--- src/hdl/hbrt_pkg.sv ---
// Shared types, codes and bitmap helpers for the bitmap radix table.
`default_nettype none
package hbrt_pkg;

   localparam int DIGIT_BITS = 4;
   localparam int VALUE_BITS = 32;
   localparam int COUNT_BITS = 13;
   localparam int BRANCH_BITS = 5;
   localparam int FANOUT = 16;

   // request codes
   localparam logic [2:0] REQ_LOOKUP = 3'd0;
   localparam logic [2:0] REQ_INSERT = 3'd1;
   localparam logic [2:0] REQ_WRITE  = 3'd2;
   localparam logic [2:0] REQ_ERASE  = 3'd3;
   localparam logic [2:0] REQ_NEXT   = 3'd4;
   localparam logic [2:0] REQ_PREV   = 3'd5;

   // configuration register indexes
   localparam logic [1:0] CSR_LEVELS    = 2'd0;
   localparam logic [1:0] CSR_BRANCH_L0 = 2'd1;
   localparam logic [1:0] CSR_BRANCH_L1 = 2'd2;
   localparam logic [1:0] CSR_BRANCH_L2 = 2'd3;

   localparam logic [COUNT_BITS-1:0] COUNT_MAX = {COUNT_BITS{1'b1}};

   typedef logic [DIGIT_BITS-1:0] digit_type;
   typedef logic [FANOUT-1:0]     map_type;

   // classified request handed from front to back
   typedef struct packed {
      logic [2:0]            op;
      digit_type [2:0]       key;
      digit_type [2:0]       bmax;
      logic [1:0]            levels;
      logic                  step_miss;
      logic [VALUE_BITS-1:0] wdata;
   } job_type;

   typedef struct packed {
      logic                  found;
      logic                  was_present;
      digit_type [2:0]       key;
      logic [VALUE_BITS-1:0] value;
      logic [COUNT_BITS-1:0] count;
   } result_type;

   // bits 0..top set
   function automatic map_type span_mask(digit_type top);
      logic [FANOUT:0] t;
      t = ({{FANOUT{1'b0}}, 1'b1} << (top + 5'd1)) - {{FANOUT{1'b0}}, 1'b1};
      return t[FANOUT-1:0];
   endfunction

   // lowest set bit: {hit, index}
   function automatic logic [DIGIT_BITS:0] first_up(map_type m);
      logic [DIGIT_BITS:0] r;
      r = '0;
      for (int i = FANOUT - 1; i >= 0; i--) begin
         if (m[i]) r = {1'b1, DIGIT_BITS'(i)};
      end
      return r;
   endfunction

   // highest set bit: {hit, index}
   function automatic logic [DIGIT_BITS:0] first_down(map_type m);
      logic [DIGIT_BITS:0] r;
      r = '0;
      for (int i = 0; i < FANOUT; i++) begin
         if (m[i]) r = {1'b1, DIGIT_BITS'(i)};
      end
      return r;
   endfunction

endpackage
`default_nettype wire

--- src/hdl/hbrt_front.sv ---
// Front end: config registers, key clamping, exclusive stepping, job queue.
`default_nettype none
module hbrt_front (
   input  wire logic                          clock,
   input  wire logic                          reset,
   input  wire logic                          req_push,
   output logic                               req_full,
   input  wire logic [2:0]                    req_type,
   input  wire hbrt_pkg::digit_type           req_key_digit_l0,
   input  wire hbrt_pkg::digit_type           req_key_digit_l1,
   input  wire hbrt_pkg::digit_type           req_key_digit_l2,
   input  wire logic                          req_inclusive,
   input  wire logic [hbrt_pkg::VALUE_BITS-1:0] req_write_value,
   input  wire logic                          csr_valid,
   output logic                               csr_ready,
   input  wire logic [1:0]                    csr_index,
   input  wire logic [hbrt_pkg::BRANCH_BITS-1:0] csr_data,
   output logic                               job_valid,
   output hbrt_pkg::job_type                  job,
   input  wire logic                          job_take
);
   import hbrt_pkg::*;

   logic [1:0]             levels_ff, levels_in;
   logic [BRANCH_BITS-1:0] branch_ff [3];
   logic [BRANCH_BITS-1:0] branch_in [3];

   logic [1:0]      levels;
   digit_type [2:0] bmax;
   digit_type [2:0] raw;
   digit_type [2:0] k;
   digit_type [2:0] stepped;
   logic            carry;
   logic            fwd;
   logic            do_step;
   job_type         job_new;

   job_type    q_ff [2];
   logic       wr_ff, wr_in, rd_ff, rd_in;
   logic [1:0] cnt_ff, cnt_in;
   logic       push_ok;

   // configuration writes
   assign csr_ready = 1'b1;
   always_comb begin
      levels_in = levels_ff;
      for (int i = 0; i < 3; i++) branch_in[i] = branch_ff[i];
      if (csr_valid) begin
         case (csr_index)
            CSR_LEVELS:    levels_in    = csr_data[1:0];
            CSR_BRANCH_L0: branch_in[0] = csr_data;
            CSR_BRANCH_L1: branch_in[1] = csr_data;
            CSR_BRANCH_L2: branch_in[2] = csr_data;
            default:       levels_in    = levels_ff;
         endcase
      end
   end

   always_ff @(posedge clock) begin
      if (reset) begin
         levels_ff <= 2'd3;
         for (int i = 0; i < 3; i++) branch_ff[i] <= BRANCH_BITS'(FANOUT);
      end else begin
         levels_ff <= levels_in;
         for (int i = 0; i < 3; i++) branch_ff[i] <= branch_in[i];
      end
   end

   // classify: clamp digits, step exclusive finds
   always_comb begin
      levels = (levels_ff == 2'd0) ? 2'd1 : levels_ff;
      raw = {req_key_digit_l2, req_key_digit_l1, req_key_digit_l0};
      for (int i = 0; i < 3; i++) begin
         if (branch_ff[i] < BRANCH_BITS'(2)) bmax[i] = digit_type'(1);
         else if (branch_ff[i] > BRANCH_BITS'(FANOUT)) bmax[i] = digit_type'(FANOUT - 1);
         else bmax[i] = DIGIT_BITS'(branch_ff[i] - BRANCH_BITS'(1));
         if (i >= int'(levels)) k[i] = '0;
         else if (raw[i] > bmax[i]) k[i] = bmax[i];
         else k[i] = raw[i];
      end
      fwd = (req_type == REQ_NEXT);
      stepped = k;
      carry = 1'b1;
      for (int i = 0; i < 3; i++) begin
         if (carry && i < int'(levels)) begin
            if (fwd) begin
               if (stepped[i] < bmax[i]) begin
                  stepped[i] = stepped[i] + digit_type'(1);
                  carry = 1'b0;
               end else begin
                  stepped[i] = '0;
               end
            end else begin
               if (stepped[i] != '0) begin
                  stepped[i] = stepped[i] - digit_type'(1);
                  carry = 1'b0;
               end else begin
                  stepped[i] = bmax[i];
               end
            end
         end
      end
      do_step = (req_type == REQ_NEXT || req_type == REQ_PREV) && !req_inclusive;
      job_new.op        = req_type;
      job_new.key       = do_step ? stepped : k;
      job_new.bmax      = bmax;
      job_new.levels    = levels;
      job_new.step_miss = do_step && carry;
      job_new.wdata     = req_write_value;
   end

   // two-entry job queue
   assign req_full  = (cnt_ff == 2'd2);
   assign job_valid = (cnt_ff != 2'd0);
   assign job       = q_ff[rd_ff];
   assign push_ok   = req_push && !req_full;

   always_comb begin
      wr_in  = push_ok ? ~wr_ff : wr_ff;
      rd_in  = job_take ? ~rd_ff : rd_ff;
      cnt_in = cnt_ff + {1'b0, push_ok} - {1'b0, job_take};
   end

   always_ff @(posedge clock) begin
      if (reset) begin
         wr_ff  <= 1'b0;
         rd_ff  <= 1'b0;
         cnt_ff <= 2'd0;
      end else begin
         wr_ff  <= wr_in;
         rd_ff  <= rd_in;
         cnt_ff <= cnt_in;
      end
   end

   always_ff @(posedge clock) begin
      if (push_ok) q_ff[wr_ff] <= job_new;
   end

endmodule
`default_nettype wire

--- config.mk ---
export PLATFORM = sky130hd
export DESIGN_NAME = hbrt_front
export DESIGN_NICKNAME = d
export VERILOG_FILES = /design/src/hdl/hbrt_pkg.sv /design/src/hdl/hbrt_front.sv
export SDC_FILE = /design/constraint.sdc
export NUM_CORES = 1
export LEC_CHECK = 0
export BUFFER_PORTS_ARGS = -buffer_cell sky130_fd_sc_hd__buf_4
export CAP_MARGIN = 5
export CORE_ASPECT_RATIO = 1.2
export CORE_MARGIN = 2
export CORE_UTILIZATION = 40
export DETAILED_ROUTE_END_ITERATION = 16
export MAX_ROUTING_LAYER = met4
export PLACE_DENSITY = 0.69
export SLEW_MARGIN = 20
export SYNTH_ARGS = -nofsm -noshare
export SYNTH_HDL_FRONTEND = slang
export SYNTH_SLANG_ARGS = --single-unit
--- constraint.sdc ---
create_clock -name clock -period 6.3 [get_ports clock]
set_input_delay 0 -clock clock [delete_from_list [all_inputs] [get_ports clock]]
set_output_delay 0 -clock clock [all_outputs]
set_load 0.01 [all_outputs]
==> results of run 1 <==
[repair_timing]
action / 4_1_cts / 5_1_grt
buffers inserted: 0 / 0
hold endpoints to repair: 92 / 0
hold buffers: 45 / 0
[sequential cells by signal, indices dropped and copies added, names as in the netlist, named ones only]
| register | flops |
|---|---|
| levels_ff | 2 |
| rd_ff | 1 |
| q_ff | 124 |
| wr_ff | 1 |
| branch_ff | 15 |
| cnt_ff | 2 |
[placed cells by master (no fill, tap or decap), types with 3 or more instances in the layout]
cell type	synthesis	routed
buf_4	1	126
mux2i_1	22	22
ha_1	32	32
a221oi_1	4	4
nand3_1	9	9
dfxtp_1	22	21
a211o_1	6	6
and2_1	4	4
nand3b_1	3	3
nor2_1	35	34
clkbuf_16	0	17
inv_1	43	43
nor3_1	7	7
nand2_1	24	24
nor2b_1	6	6
a31oi_1	4	4
xnor2_1	3	3
o21ai_0	17	17
clkinvlp_4	0	3
a21oi_1	18	18
nor3b_1	3	3
o211ai_1	7	7
dlygate4sd3_1	0	45
nand2b_1	6	6
o22a_1	3	3
or3_1	3	3
o31ai_1	5	5
mux2_2	66	66
edfxtp_1	124	124
o21a_1	7	7
bufinv_16	0	4
nand4_1	3	3
nor4_1	3	3
o22ai_1	3	3
[worst paths after layout]
path | from | endpoint | cells past startpoint
max | branch_ff[0][5] | q_ff[0][56] | 22
min reg2reg | rd_ff | flop | 2
max reg2reg | branch_ff[0][5] | q_ff[0][56] | 22
min | req_push | wr_ff | 4
[worst min-delay path: cells and delay by family]
family | cells | cell delay, ps
and+or+nand+nor | 2 | 160
xor gates and xnor gates | 1 | 170
buffers and inverters | 1 | 80
[layer usage]
metal / part of all wire (%) / wire, µm / global-route usage, % / vias up
met4: 1.5 / 246 / 6.703 / 0
met5: 0 / 0 / - / -
met1: 42 / 6756 / 19.27 / 2466
li1: - / - / - / 2458
met3: 4.3 / 687 / 3.933 / 21
met2: 52 / 8336 / 30.22 / 145
[layout make-up]
type                            instances  area [µm²]  share of cell area (%)
Clock inverter                         13       185.2                   1.950
Timing Repair Buffer                  171        1396                   14.71
Tap cell                              224       280.3                   2.952
Sequential cell                       146        4165                   43.87
Clock buffer                           18       429.2                   4.520
Multi-Input combinational cell        353        2878                   30.31
Inverter                               43       161.4                   1.700
[metrics by stage]
stage | hold slack, ps | utilization, %
floorplan | 71.61 | -
finish | 55.88 | 52.83
detailed placement | 187.7 | 46.91
global route | 65.78 | 52.83
global placement | 185.6 | 46.91
CTS | 31.55 | 52.83
[cells by family after synthesis]
logic type | synth area share (%)
AO/OA/AOI/OAI | 10.73
XOR/XNOR | 0.6030
adder cells (fa/ha/maj) | 5.512
buffers and inverters | 3.170
flip-flops | 57.33
multiplexers | 13.57
other | 0.05163
AND/OR/NAND/NOR | 9.027
[power groups by stage]
stage	registers [mW]	clock network [mW]	logic, mW
3_5_place_dp	1.27	0	0.648
6_report	1.25	1.05	0.669
3_3_place_gp	1.26	0	0.632
2_1_floorplan	1.26	0	0.398
5_1_grt	1.26	1.12	0.733
4_1_cts	1.25	1.08	0.674
==> impl_metrics.yaml, run 1 <==
run_status:
  outcome: "completed"
yosys:
  synth_top_cell_by_area: "edfxtp_1"
  synth_cells: 559
  synthTopCellsByArea: "edfxtp_1 51%, mux2_2 10%, dfxtp_1 6.1%, ha_1 5.5%, mux2i_1 3.0%"
  syn_area_per_cell_um2: 12.99
  synth_ff_type: "edfxtp_1"
  ys_ff_latch: 146
  synth_seq_area_share_pct: 57.33
  synth_edf_count: 124
  synth_top_area_share_pct: 51.27
  synthArstFlopShare_pct: 0
  yosysWarnings: 0
  yosysUniqueCellTypes: 74
  ys_top_cells_by_count: "124 x edfxtp_1, 66 x mux2_2, 43 x inv_1"
  synth.most_common_cell: "edfxtp_1"
  syn_area_um2: 7263
  syn_nets: 651
detailed_routing:
  dr.pass1.iters: 5
  drt_iter0_drc: 310
  drc: 0
  vias: 5090
  viasPerCell: 5.258
  finalWirelength_um: 16030
  avgRoutedWirePerCell_um: 16.56
  ant_nets: 0
placement:
  post-place-ws_ps: 1370
  dp_cells: 892
  hpwl_um: 10730
  dpl-instance-area_um2: 8431
  io_buffers: 123
  gp_congestion: 0.8419
cells_and_area:
  layout-drive-gt1-share_pct: 32.93
  n_antenna_cell: 0
  fin_area_um2: 9495
  final_cells: 968
  finalNetCount: 824
  n_fill_cell: 1547
  syn2layout_area_growth_pct: 30.73
floorplan:
  io_pins: 125
  die_w_um: 127.0
  core_um2: 17970
  die_y_um: 151.6
  die_area_um2: 19260
  start_util_pct: 40.41
  rows: 54
critical_path:
  crit_arrival_ps: 5140
  slowest_delay_ps: 440
  end_kind: "flop"
  path_buf_inv: 3
  worstSetupPathType: "flop to flop"
  critPathRequiredTime_ps: 6460
  r2r_slack_ps: 1320
  crit_fanout: 9
  path_cells: "inv_1 > ha_1 > inv_1 > o21ai_0 > nand2_1 > o21ai_0 > ha_1 > nor2b_1 > or4_4 > and2_4 > mux2_2 > nand2_1 > inv_1 > ha_1 > o21a_1 > and2_1 > nand2_1 > o211ai_1 > o21ba_2 > nor3b_4 > o221ai_1 > o21a_1"
  slowest_stage: "or4_4"
  critPathTopFamily: "simple AND/OR/NAND/NOR gates"
  startpoint_type: "flop"
timing:
  setup_viol: 0
  setup_slack_ps: 1320
  skew_ps: 9.699
  worst_slew_pin_slew_ps: 882.1
  fin_crit_sh_pct: 79.05
  timing.final.max_slew_violations: 0
  slew_headroom_pct: 41.20
  min_period_ps: 4980
  final.setup.tns_ps: 0
  clock.fmax_ghz: 0.2008
  hold_viol_final: 0
  rsz0062_at_grt: "no"
power:
  irDropWorstVdd_v: 0.0001812
  p_seq_share_pct: 42.1
  power_density_nw_per_um2: 312.5
  power_mw: 2.967
  clkPwrFrac_pct: 35.4
  p_leak_nw: 3.717
  p_sw_uw: 783.3
  switching_share_pct: 26.40
  p_comb_share_pct: 22.6
  p_int_mw: 2.184
global_routing:
  grt_usage_pct: 17.25
  grt_max_degree: 63
  antenna_found_initial: 0
  grt_pass1_vias: 5114
  grt_first_pass_wirelength_um: 25150
  grt_overflow_total: 0
clock_tree:
  cts-root-buf: "clkbuf_16"
  h-tree-depth: 4
  post_cts_resized: 0
  clkTransAtPathRegs_ps: 60
  cts_tree: "done"
  clock_latency_ps: 420
  cts_inserted_buffers: 17
  clk_path_buf_depth: 2
  cts.sinks: 146
min_path:
  worstHoldPathType: "input pin to flop"
run:
  maxCapViolations: 0
Power figures use the tool's default switching activity.
==> run 2, diff against run 1 <==
--- a/config.mk
+++ b/config.mk
@@ -12,7 +12,7 @@
 export CORE_UTILIZATION = 40
 export DETAILED_ROUTE_END_ITERATION = 16
 export MAX_ROUTING_LAYER = met4
-export PLACE_DENSITY = 0.69
+export PLACE_DENSITY = 0.71
 export SLEW_MARGIN = 20
 export SYNTH_ARGS = -nofsm -noshare
 export SYNTH_HDL_FRONTEND = slang
==> constraint.sdc (replaced) <==
create_clock -name clock -period 4.1 [get_ports clock]
set_input_delay 0 -clock clock [delete_from_list [all_inputs] [get_ports clock]]
set_output_delay 0 -clock clock [all_outputs]
set_load 0.01 [all_outputs]
==> impl_metrics.yaml, run 2 (synthesis gave the netlist of run 1 again) <==
global_routing:
  grt_pass1_vias: 5510
  grt_max_degree: 37
  grt_usage_pct: 17.68
  antenna_found_initial: 0
  grt_overflow_total: 0
  grt_first_pass_wirelength_um: 26190
run_status:
  violations: "setup timing"
  outcome: "finished, violations left"
cells_and_area:
  max_flop_register: "q_ff"
  n_antenna_cell: 0
  syn2layout_area_growth_pct: 44.57
  finalNetCount: 915
  final_cell_mix: "208 x buf_4, 124 x edfxtp_1, 64 x mux2_2"
  largest_register_ffs: 124
  reg_top3: "q_ff x124, branch_ff x15"
  final_cells: 1059
  layout_commonest_cell: "buf_4"
  layout-drive-gt1-share_pct: 47.19
power:
  power_density_nw_per_um2: 444.3
  irDropWorstVdd_v: 0.0003048
  p_leak_nw: 4.208
critical_path:
  worstSetupPathType: "flop to flop"
  r2r_start: "branch_ff[0][5]"
  r2r_slack_ps: -50
  crit_arrival_ps: 4310
  rr_endpoint: "q_ff[0][58]"
  path_cells: "inv_2 > ha_4 > inv_2 > o21ai_2 > nand2_2 > o21ai_4 > ha_4 > nor2b_4 > or4_4 > and2_4 > mux2_4 > nand2_4 > inv_2 > ha_4 > o21a_1 > and2_4 > nand2_2 > o211ai_1 > o21ba_4 > nor3b_4 > o21ai_1 > a22o_1"
  slowest_delay_ps: 410
  crit_fanout: 4
  end_kind: "flop"
  reg2reg_depth: 22
  critPathRequiredTime_ps: 4260
  slowest_stage: "or4_4"
  startpoint_type: "flop"
clock_tree:
  clkTransAtPathRegs_ps: 60
  cts.sinks: 146
  clk_path_buf_depth: 2
  clock_latency_ps: 420
  h-tree-depth: 4
  cts_tree: "done"
  cts-root-buf: "clkbuf_16"
  cts_inserted_buffers: 17
placement:
  dp_cells: 952
  gp_congestion: 0.8739
  io_buffers: 123
  hpwl_um: 11600
timing:
  skew_ps: 8.493
  fin_crit_sh_pct: 101.2
  worst_slew_pin_slew_ps: 904.8
  hold_viol_final: 0
  slew_headroom_pct: 39.68
  setup_viol: 8
  clock.fmax_ghz: 0.2410
  setup_slack_ps: -49.19
  min_period_ps: 4149
  rsz0062_at_grt: "yes"
  hold_ws_ps: 51.39
  timing.final.max_slew_violations: 0
run:
  maxCapViolations: 0
floorplan:
  die_w_um: 127.0
  rows: 54
  die_area_um2: 19260
  core_um2: 17970
  io_pins: 125
  start_util_pct: 40.41
  die_y_um: 151.6
min_path:
  worstHoldStart: "req_push"
  hold_end: "wr_ff"
  worstHoldPathType: "input pin to flop"
  holdPathStages: 4
detailed_routing:
  vias: 5434
  ant_nets: 0
  drt_iter0_drc: 199
  finalWirelength_um: 16910
  dr.pass1.iters: 6
  viasPerCell: 5.131
  avgRoutedWirePerCell_um: 15.97
  drc: 0
run 2: cell types whose count changed in the layout (fill, tap and decap cells not counted), moves of 7 or more:
| cell | delta |
|---|---|
| buf_4 | +82 |
| inv_1 | -12 |
| inv_2 | +12 |
| ha_1 | -11 |
| ha_4 | +8 |
| dfxtp_1 | -7 |
| dfxtp_2 | +7 |
run 2: layout make-up:
cell class	instances	area, µm²
clock buffer	19	432.9
clock inverter	12	140.1
fill	1399	7472
inverter	43	161.4
multi-input combinational	353	3202
sequential	146	4174
tap	224	280.3
timing repair buffer	262	2110
run 2: stage by stage:
step	utilization, %	power [mW]	cell area, µm²	TNS, ps	setup slack [ps]
global placement	49.75	3.001	8941	-6.835	-3.417
floorplan	-	2.563	7325	-205.3	-51.73
detailed placement	49.75	3.042	8941	-602.6	-127.2
CTS	56.52	4.628	10160	-192.7	-46.07
global route	58.42	4.883	10500	-1904	-197.2
finish	58.42	4.666	10500	-303.5	-49.19
run 2: what timing repair did:
| item | 4_1_cts | 5_1_grt |
|---|---|---|
| hold endpoints to repair | 92 | 0 |
| setup buffers | 17 | 12 |
| hold buffers | 48 | 0 |
| gates resized for setup | 6 | 63 |
| endpoints found under the setup margin | 16 | 20 |
| gates cloned | 0 | 0 |
| pin swaps | 6 | 20 |
run 2: worst max-delay path: cells and delay by family (launching register included):
kind                     cells  cell delay (ps)
AO/OA/AOI/OAI                7             1060
multiplexers                 1              310
buffers and inverters        3              120
flip-flops                   1              330
adder cells (fa/ha/maj)      3              720
AND/OR/NAND/NOR              8             1330
run 2: report_power, final:
part           internal [mW]  total, mW  switching (mW)
logic                  0.627       1.23           0.599
registers               1.86       1.92          0.0658
clock network          0.944       1.51           0.570
total                   3.43       4.67            1.24
run 2: worst max path at each step:
stage / start / to / slack [ps] / cells after the start
final: branch_ff[0][5] / q_ff[0][58] / -50 / 22
after global routing: branch_ff[0][5] / q_ff[0][58] / -200 / 22
after CTS: branch_ff[0][5] / q_ff[1][55] / -50 / 23
after detailed placement: branch_ff[0][5] / q_ff[0][56] / -130 / 22
after global placement: branch_ff[0][5] / q_ff[0][56] / -3 / 22
after floorplan: branch_ff[0][5] / q_ff[0][58] / -50 / 22
run 2: metal layers:
layer / wire, µm / part of all wire [%] / track usage, % / vias up
li1: - / - / - / 2651
met1: 6885 / 41 / 19.37 / 2650
met2: 9196 / 54 / 32.28 / 111
met3: 548 / 3.2 / 3.160 / 22
met4: 278 / 1.6 / 6.484 / 0
met5: 0 / 0 / - / -
